<file path="config.mk">
export PLATFORM = sky130hd
export DESIGN_NAME = picture_run_length_decoder_unit
export DESIGN_NICKNAME = d
export VERILOG_FILES = /design/src/prld_pkg.sv /design/src/picture_run_length_decoder_unit.sv /design/src/prld_ram.sv
export SDC_FILE = /design/constraint.sdc
export NUM_CORES = 2
export LEC_CHECK = 0
export BUFFER_PORTS_ARGS = -buffer_cell sky130_fd_sc_hd__buf_2
export CAP_MARGIN = 20
export CORE_UTILIZATION = 42
export DETAILED_ROUTE_END_ITERATION = 10
export GPL_TIMING_DRIVEN = 1
export PLACE_DENSITY = 0.54
export SYNTH_ARGS = -nofsm -noshare
export SYNTH_HDL_FRONTEND = slang
export SYNTH_SLANG_ARGS = --single-unit
</file>
<file path="constraint.sdc">
create_clock -name i_clk -period 12.25 [get_ports i_clk]
set_input_delay 2.45 -clock i_clk [delete_from_list [all_inputs] [get_ports i_clk]]
set_output_delay 2.45 -clock i_clk [all_outputs]
set_load 0.05 [all_outputs]
</file>
<file path="src/prld_pkg.sv">
// ----------------------------------------------------------------------------
// prld_pkg
// Shared types and constants for the picture run-length decoder.
// ----------------------------------------------------------------------------
package prld_pkg;

    // Default and largest supported picture side
    localparam int MaxSideDefault = 255;

    // Configuration address width, register selects on paddr[2] and side reset value
    localparam int            CfgAddrW    = 3;
    localparam logic [0:0]    REG_SIDE    = 1'b0;
    localparam logic [0:0]    REG_RAW     = 1'b1;
    localparam logic [7:0]    SIDE_RESET  = 8'd16;

    // Run kinds
    typedef logic [1:0] t_run_kind;
    localparam t_run_kind KIND_NONE    = 2'd0;
    localparam t_run_kind KIND_FILL    = 2'd1;
    localparam t_run_kind KIND_LITERAL = 2'd2;
    localparam t_run_kind KIND_COPY    = 2'd3;

    // Header byte bounds and run scaling
    localparam logic [7:0]  HDR_LIT_LO  = 8'd85;
    localparam logic [7:0]  HDR_COPY_LO = 8'd170;
    localparam logic [12:0] LIT_BIAS    = 13'd84;
    localparam logic [12:0] COPY_BIAS   = 13'd169;
    localparam logic [12:0] RUN_SCALE   = 13'd85;

    // Result flags, highest bit first
    typedef struct packed {
        logic format_error;
        logic need_byte;
        logic pixel_valid;
    } t_flags;

endpackage

</file>
<file path="src/picture_run_length_decoder_unit.sv">
// ----------------------------------------------------------------------------
// picture_run_length_decoder_unit
// Decodes a square 8-bit picture from a run-length coded byte stream; the
// previous row is kept in a line store for copy-above runs.
// ----------------------------------------------------------------------------
// The result of an accepted input transfer is registered in the output
//   register.
// Throughput: one item per cycle unless m_tready stalls the output; the line store
//   reads ahead at the next column, write-to-read forwarded; copies never wait.
// Reset (synchronous, active low): run state, pixel and column counters and
//   the output valid, flags and last clear; side returns to 16, raw mode off.
//   The line store is not cleared; the first row never reads it.
// ----------------------------------------------------------------------------
module picture_run_length_decoder_unit #(
    parameter int MAX_SIDE = prld_pkg::MaxSideDefault
) (
    input  logic                          i_clk,
    input  logic                          i_rst_n,
    // Input stream
    input  logic                          s_tvalid,
    output logic                          s_tready,
    input  logic [7:0]                    s_tdata,   // [7:0] data_byte
    input  logic                          s_tuser,   // [0] operation
    // Output stream
    output logic                          m_tvalid,
    input  logic                          m_tready,
    output logic [7:0]                    m_tdata,   // [7:0] pixel
    output logic [2:0]                    m_tuser,   // [0] pixel_valid [1] need_byte
                                                     // [2] format_error
    output logic                          m_tlast,   // last_pixel
    // Configuration port
    input  logic                          psel,
    input  logic                          penable,
    input  logic                          pwrite,
    input  logic [prld_pkg::CfgAddrW-1:0] paddr,
    input  logic [31:0]                   pwdata,
    output logic [31:0]                   prdata,
    output logic                          pready
);

    localparam int AW = $clog2(MAX_SIDE);
    localparam logic [8:0] MaxSideW = 9'(MAX_SIDE);

    // Configuration registers
    logic [7:0] r_side;
    logic       r_raw;
    logic       cfg_wr;

    assign pready = 1'b1;
    assign cfg_wr = psel && penable && pwrite && pready;

    always_ff @(posedge i_clk) begin
        if (!i_rst_n) begin
            r_side <= prld_pkg::SIDE_RESET;
            r_raw  <= 1'b0;
        end else if (cfg_wr) begin
            if (paddr[2] == prld_pkg::REG_SIDE) begin
                r_side <= pwdata[7:0];
            end else begin
                r_raw <= pwdata[0];
            end
        end
    end

    always_comb begin
        if (paddr[2] == prld_pkg::REG_SIDE) begin
            prdata = {24'd0, r_side};
        end else begin
            prdata = {31'd0, r_raw};
        end
    end

    // Decoder state
    logic [12:0]          r_run_left, n_run_left;
    prld_pkg::t_run_kind  r_kind,     n_kind;
    logic                 r_await,    n_await;
    logic [6:0]           r_hdr,      n_hdr;
    logic [7:0]           r_color,    n_color;
    logic [15:0]          r_pcount,   n_pcount;
    logic [7:0]           r_column,   n_column;

    // Output register
    logic                 r_out_valid;
    logic [7:0]           r_out_pixel, n_out_pixel;
    prld_pkg::t_flags     r_out_flags, n_out_flags;
    logic                 r_out_last,  n_out_last;

    // Line store forwarding
    logic                 r_fwd_hit;
    logic [7:0]           r_fwd_data;
    logic [7:0]           ram_rdata;
    logic                 ram_we;
    logic [AW-1:0]        ram_waddr;
    logic [AW-1:0]        ram_raddr;

    logic                 accept;
    logic [7:0]           eff_side;
    logic [15:0]          area;
    logic                 at_last;
    logic [7:0]           above;
    logic [8:0]           col_inc;
    logic [12:0]          hdr_ext;
    logic [12:0]          fill_len;
    logic [12:0]          copy_len;
    logic                 emit;
    logic [7:0]           emit_val;

    assign s_tready = !r_out_valid || m_tready;
    assign accept   = s_tvalid && s_tready;

    // Side, picture area and end-of-picture test
    assign eff_side = ({1'b0, r_side} > MaxSideW) ? MaxSideW[7:0] : r_side;
    assign area     = eff_side * eff_side;
    assign at_last  = ({1'b0, r_pcount} + 17'd1) >= {1'b0, area};

    // Pixel above, zero in the first row
    assign above = (r_pcount < {8'd0, eff_side} || {1'b0, r_column} >= MaxSideW)
                   ? 8'd0 : (r_fwd_hit ? r_fwd_data : ram_rdata);

    assign col_inc  = {1'b0, r_column} + 9'd1;
    assign hdr_ext  = {6'd0, r_hdr};
    assign fill_len = ({1'b0, r_kind} == {1'b0, prld_pkg::KIND_FILL} && s_tdata == r_color)
                      ? 13'((hdr_ext + 13'd1) * prld_pkg::RUN_SCALE)
                      : hdr_ext + 13'd2;
    assign copy_len = (r_kind == prld_pkg::KIND_COPY)
                      ? 13'(({5'd0, s_tdata} - prld_pkg::COPY_BIAS) * prld_pkg::RUN_SCALE)
                      : {5'd0, s_tdata} - prld_pkg::COPY_BIAS;

    // Item decode: next state and result
    always_comb begin
        n_run_left  = r_run_left;
        n_kind      = r_kind;
        n_await     = r_await;
        n_hdr       = r_hdr;
        n_color     = r_color;
        n_pcount    = r_pcount;
        n_column    = r_column;
        n_out_flags = '0;
        n_out_last  = 1'b0;
        emit        = 1'b0;
        emit_val    = 8'd0;

        if (accept) begin
            if (s_tuser) begin
                // Tick: drain one fill or copy pixel, else flag that a byte is needed
                if (!r_raw && !r_await && r_run_left != 13'd0 &&
                    (r_kind == prld_pkg::KIND_FILL || r_kind == prld_pkg::KIND_COPY)) begin
                    emit       = 1'b1;
                    emit_val   = (r_kind == prld_pkg::KIND_FILL) ? r_color : above;
                    n_run_left = r_run_left - 13'd1;
                end else begin
                    n_out_flags.need_byte = 1'b1;
                end
            end else if (r_raw) begin
                emit     = 1'b1;
                emit_val = s_tdata;
            end else if (r_await) begin
                // Value byte of a homogeneous run
                n_await    = 1'b0;
                n_kind     = prld_pkg::KIND_FILL;
                n_color    = s_tdata;
                n_run_left = fill_len - 13'd1;
                emit       = 1'b1;
                emit_val   = s_tdata;
            end else if (r_run_left != 13'd0) begin
                if (r_kind == prld_pkg::KIND_LITERAL) begin
                    n_run_left = r_run_left - 13'd1;
                    emit       = 1'b1;
                    emit_val   = s_tdata;
                end else begin
                    n_out_flags.format_error = 1'b1;
                end
            end else if (s_tdata < prld_pkg::HDR_LIT_LO) begin
                n_hdr   = s_tdata[6:0];
                n_await = 1'b1;
            end else if (s_tdata < prld_pkg::HDR_COPY_LO) begin
                n_kind     = prld_pkg::KIND_LITERAL;
                n_run_left = {5'd0, s_tdata} - prld_pkg::LIT_BIAS;
            end else begin
                n_kind     = prld_pkg::KIND_COPY;
                n_run_left = copy_len - 13'd1;
                emit       = 1'b1;
                emit_val   = above;
            end

            // Pixel bookkeeping
            if (emit) begin
                n_out_flags.pixel_valid = 1'b1;
                n_column = (col_inc >= {1'b0, eff_side}) ? 8'd0 : col_inc[7:0];
                if (at_last) begin
                    n_out_last = 1'b1;
                    n_run_left = '0;
                    n_kind     = prld_pkg::KIND_NONE;
                    n_await    = 1'b0;
                    n_hdr      = '0;
                    n_color    = '0;
                    n_pcount   = '0;
                    n_column   = '0;
                end else begin
                    n_pcount = r_pcount + 16'd1;
                end
            end
        end
        n_out_pixel = emit_val;
    end

    // Line store: write emitted pixel, read ahead at the next column
    assign ram_we    = emit && ({1'b0, r_column} < MaxSideW);
    assign ram_waddr = r_column[AW-1:0];
    assign ram_raddr = n_column[AW-1:0];

    prld_ram #(
        .WIDTH (8),
        .DEPTH (MAX_SIDE)
    ) u_row_store (
        .i_clk   (i_clk),
        .i_we    (ram_we),
        .i_waddr (ram_waddr),
        .i_wdata (emit_val),
        .i_raddr (ram_raddr),
        .o_rdata (ram_rdata)
    );

    // State, forwarding and output registers
    always_ff @(posedge i_clk) begin
        if (!i_rst_n) begin
            r_run_left  <= '0;
            r_kind      <= prld_pkg::KIND_NONE;
            r_await     <= 1'b0;
            r_hdr       <= '0;
            r_color     <= '0;
            r_pcount    <= '0;
            r_column    <= '0;
            r_fwd_hit   <= 1'b0;
            r_out_valid <= 1'b0;
            r_out_flags <= '0;
            r_out_last  <= 1'b0;
        end else begin
            r_run_left <= n_run_left;
            r_kind     <= n_kind;
            r_await    <= n_await;
            r_hdr      <= n_hdr;
            r_color    <= n_color;
            r_pcount   <= n_pcount;
            r_column   <= n_column;
            r_fwd_hit  <= ram_we && (ram_waddr == ram_raddr);
            if (accept) begin
                r_out_valid <= 1'b1;
                r_out_flags <= n_out_flags;
                r_out_last  <= n_out_last;
            end else if (m_tready) begin
                r_out_valid <= 1'b0;
            end
        end
    end

    always_ff @(posedge i_clk) begin
        r_fwd_data <= emit_val;
        if (accept) begin
            r_out_pixel <= n_out_pixel;
        end
    end

    assign m_tvalid = r_out_valid;
    assign m_tdata  = r_out_pixel;
    assign m_tuser  = r_out_flags;
    assign m_tlast  = r_out_last;

    // Checks
    a_await_no_run: assert property (@(posedge i_clk) disable iff (!i_rst_n)
        r_await |-> (r_run_left == 13'd0))
        else $error("value byte awaited while a run is pending");

    a_flags_exclusive: assert property (@(posedge i_clk) disable iff (!i_rst_n)
        m_tvalid |-> $onehot0(m_tuser))
        else $error("more than one result flag set");

    a_last_is_pixel: assert property (@(posedge i_clk) disable iff (!i_rst_n)
        (m_tvalid && m_tlast) |-> m_tuser[0])
        else $error("last flag without a pixel");

    a_picture_restart: assert property (@(posedge i_clk) disable iff (!i_rst_n)
        (emit && at_last) |=> (r_pcount == 16'd0 && r_column == 8'd0))
        else $error("decoder did not restart after the last pixel");

endmodule

</file>
<file path="src/prld_ram.sv">
// ----------------------------------------------------------------------------
// prld_ram
// Generic single-write, single-read RAM with a registered read port.
// ----------------------------------------------------------------------------
module prld_ram #(
    parameter int WIDTH = 8,
    parameter int DEPTH = 255
) (
    input  logic                     i_clk,
    input  logic                     i_we,
    input  logic [$clog2(DEPTH)-1:0] i_waddr,
    input  logic [WIDTH-1:0]         i_wdata,
    input  logic [$clog2(DEPTH)-1:0] i_raddr,
    output logic [WIDTH-1:0]         o_rdata
);

    logic [WIDTH-1:0] mem [DEPTH];
    logic [WIDTH-1:0] r_rdata;

    // Write port and registered read port
    always_ff @(posedge i_clk) begin
        if (i_we) begin
            mem[i_waddr] <= i_wdata;
        end
        r_rdata <= mem[i_raddr];
    end

    assign o_rdata = r_rdata;

endmodule
</file>
==> results.md <==
- Crit path time final: between 10000 and 15000 ps
- Relative slew margins: 0.171
- Slowest stage cell, crit path: nor4_1
- Uppermost layer routed: met5
- RD Place Congestion: around 0.92
- WL met1: 126000 um
- I/O Buffers: between 40 and 50
- Post-synthesis average cell area: 12.8 um2
- Yosys reg bits: ~2100
- Final Hold Viols: 0
- Nets: between 7000 and 8000
- CORE AREA: about 220000 um2
- Filler instances: about 19000
- Post-route ant nets: 0
- WL/cell: 29.3 um
- Reg-to-reg startpoint: eff_side[1]
- Post-detail-place hpwl: between 150000 and 200000 um
- Max IR drop VDD: between 0.1 and 0.15 mV
- Clock buffer depth: 3
- CP Launch Type: flop
- HP Start: m_tuser[0]
- Root buffer cell: clkbuf_16
- Area Overhead vs Synth: 11.3%
- Vias: roughly 61000
- Hold Crit Class: reg -> reg
- Skew final: 52.4 ps
- DP Area: approximately 96000 um2
- Die Area: 222000 um2
- Hold Path End: m_tuser[0]
- Clk sink count: approximately 2100
- Depth of the most critical reg-to-reg path: 38
- Critical Path Sink Type: flop
- TritonCTS Buffers: 218
- Synthesis warning total: 0
- P per Cell Area: between 150 and 200 nW/um2
- Post-Synthesis Cell Area: approximately 93000 um2
- Via density: 5.99
- First-pass GRT wire length: 427000 um
- Grt ovf: 0
- Placed Cells: between 9000 and 10000
- Slew @ Worst Pin: roughly 1200 ps
- Drt total wl: approximately 300000 um
- Post_cts resized: 0
- Number of max-cap violations: 0
- CP arrival: between 10000 and 15000 ps
- Initial Util: 0.425
- Layout Cells excl Fill: between 10000 and 15000
- Count of flip-flops with a built-in enable after synthesis: about 2000
- Hold buffer count at CTS: 0
- TNS Setup: 0 ps
- Worst reg2reg path endpoint: u_row_store.o_rdata[0]
- CP required: ~13000 ps
- Crit path largest cell delay: 870 ps
- Final Slew Violations: 0
- CTS tree: done
- Die height: between 400 and 500 um
- Clock-pin slew on the worst setup and hold paths: around 60 ps
- Hold path cells: 2
- Largest fanout on the critical path: 40
- Proportion of synthesized chip area in sequential cells: 0.683
- Post-synth cell types: 96
- Clk_lat worst skew: between 800 and 900 ps
- Post-route DRC: 0
- Die Wd: ~470 um
- Crit Path Class: reg -> reg
- Initial DRC Count: 7470
- Vias in the first global route: 57600
- Flop-to-flop setup slack: 1840 ps
- Post-CTS setup buffers: 0
- Highest achievable clock rate: ~0.096 GHz
- Share of cells above drive strength 1: 0.0847
- Htree depth: 4
- Largest net degree at the start of global routing: ~190
- Met3 WL: 26100 um
- Syn Inst Count: approximately 7200
- Final Setup Violations: 0
- Met2 wire length: roughly 140000 um
- Rows: about 170
- Tcrit/Tclk final: 0.850
- Initial antenna violation count: 17
- Hold_ws: between 400 and 500 ps
- RSZ-0062 raised after global routing: false
- Total GRT Usage: 0.266
- First-pass iteration count of the detailed router: 6
- Async SR Flop Fraction: 0
- Synth Flop Type: edfxtp_1
- Status: finished, final reports clean
- Fin area: between 100000 and 150000 um2
- Static leakage: 0.0356 uW
- IO Count: ~100
==> cells in the mapped netlist (54+ instances only) <==
cell / number / area [um2]
edfxtp_1: 2048 / 61500
o221ai_1: 87 / 762
nor3_1: 64 / 320
nor2_1: 398 / 1490
o21ai_0: 130 / 651
mux2i_1: 342 / 3420
xnor2_1: 69 / 604
a21oi_1: 497 / 2490
nand2_1: 1392 / 5230
nand3_1: 348 / 1740
a31oi_1: 101 / 632
nor4_1: 54 / 338
inv_1: 137 / 514
clkbuf_1: 177 / 664
buf_4: 64 / 480
a221oi_1: 92 / 806
ha_1: 124 / 1550
dfxtp_1: 86 / 1720
buf_2: 205 / 1030
==> how the worst max path moves through the flow <==
stage | start | to | slack (ps) | cells past startpoint
CTS | eff_side[6] | u_row_store.o_rdata[0] | 1820 | 38
global placement | eff_side[6] | u_row_store.o_rdata[7] | 1360 | 34
global route | eff_side[4] | u_row_store.o_rdata[3] | 1190 | 38
finish | eff_side[1] | u_row_store.o_rdata[0] | 1840 | 38
floorplan | s_tdata[2] | m_tdata[6] | 880 | 10
detailed placement | eff_side[6] | u_row_store.o_rdata[0] | 1900 | 38
==> logic make-up after synthesis <==
group,synth area share
AND/OR/NAND/NOR,0.113
flip-flops,0.683
AO/OA/AOI/OAI,0.0955
buffers and inverters,0.0336
multiplexers,0.0381
adder cells (fa/ha/maj),0.0265
XOR/XNOR,0.0104
other,0.0000811
==> final cells by class <==
| class | instances | area (um2) | area share |
|---|---|---|---|
| tap | 2854 | 3570 | 0.0347 |
| clock inverter | 95 | 689 | 0.00669 |
| sequential | 2134 | 63200 | 0.614 |
| multi-input combinational | 4452 | 26700 | 0.259 |
| inverter | 142 | 533 | 0.00517 |
| timing repair buffer | 259 | 2380 | 0.0231 |
| antenna | 4 | 10.0 | 0.0000972 |
| clock buffer | 306 | 5960 | 0.0579 |
==> registers in the layout (all words and copies together), names as in the netlist <==
register / flops
r_run_left: 13
r_pcount: 16
m_tuser: 3
r_fwd_data: 8
m_tvalid: 1
m_tdata: 8
m_tlast: 1
r_column: 8
u_row_store.o_rdata: 8
r_fwd_hit: 1
u_row_store.mem: 2040
r_color: 8
r_raw: 1
r_kind: 2
eff_side: 8
r_await: 1
r_hdr: 7
==> layer usage <==
metal	up-vias	track usage
met5	-	0
met4	8	0.0959
met3	483	0.0494
met2	2785	0.409
met1	31200	0.374
li1	26800	-
==> report_power, final <==
part | internal, uW | switching (uW) | leakage, uW
logic | 481 | 1030 | 0.0125
clock network | 3490 | 2850 | 0.00324
registers | 7920 | 30.8 | 0.0199
==> worst max-delay path: cells and delay by family (launching register included) <==
family,cells,cell delay [ps]
adder cells (fa/ha/maj),5,2110
buffers and inverters,8,1800
multiplexers,1,110
XOR/XNOR,3,410
AO/OA/AOI/OAI,13,2870
AND/OR/NAND/NOR,8,2490
flip-flops,1,450
==> stage by stage <==
step                      worst slack (ps)   util  power [uW]
after global routing                  1190  0.473       16200
after global placement                1360  0.442        9560
after detailed placement              1900  0.442        9590
after CTS                             1820  0.472       15800
after floorplan                        879      -        9150
final                                 1840  0.473       15800
==> cell usage in the layout (no fill, tap or decap), drive strengths merged, types with 39 or more instances in the layout <==
master / n
a31oi: 104
nand2: 1392
mux2i: 343
nor3: 65
ha: 124
a211oi: 53
xor2: 41
dfxtp: 86
a22oi: 44
nand3: 349
buf: 257
o22ai: 42
o21ai: 140
edfxtp: 2048
a21oi: 501
inv: 143
clkinv: 88
nand4: 39
a221oi: 93
a32oi: 51
nor2b: 42
xnor2: 69
nor2: 399
o221ai: 87
clkbuf: 308
nor4: 55
fa: 45
and3: 42
Power figures use the tool's default switching activity.
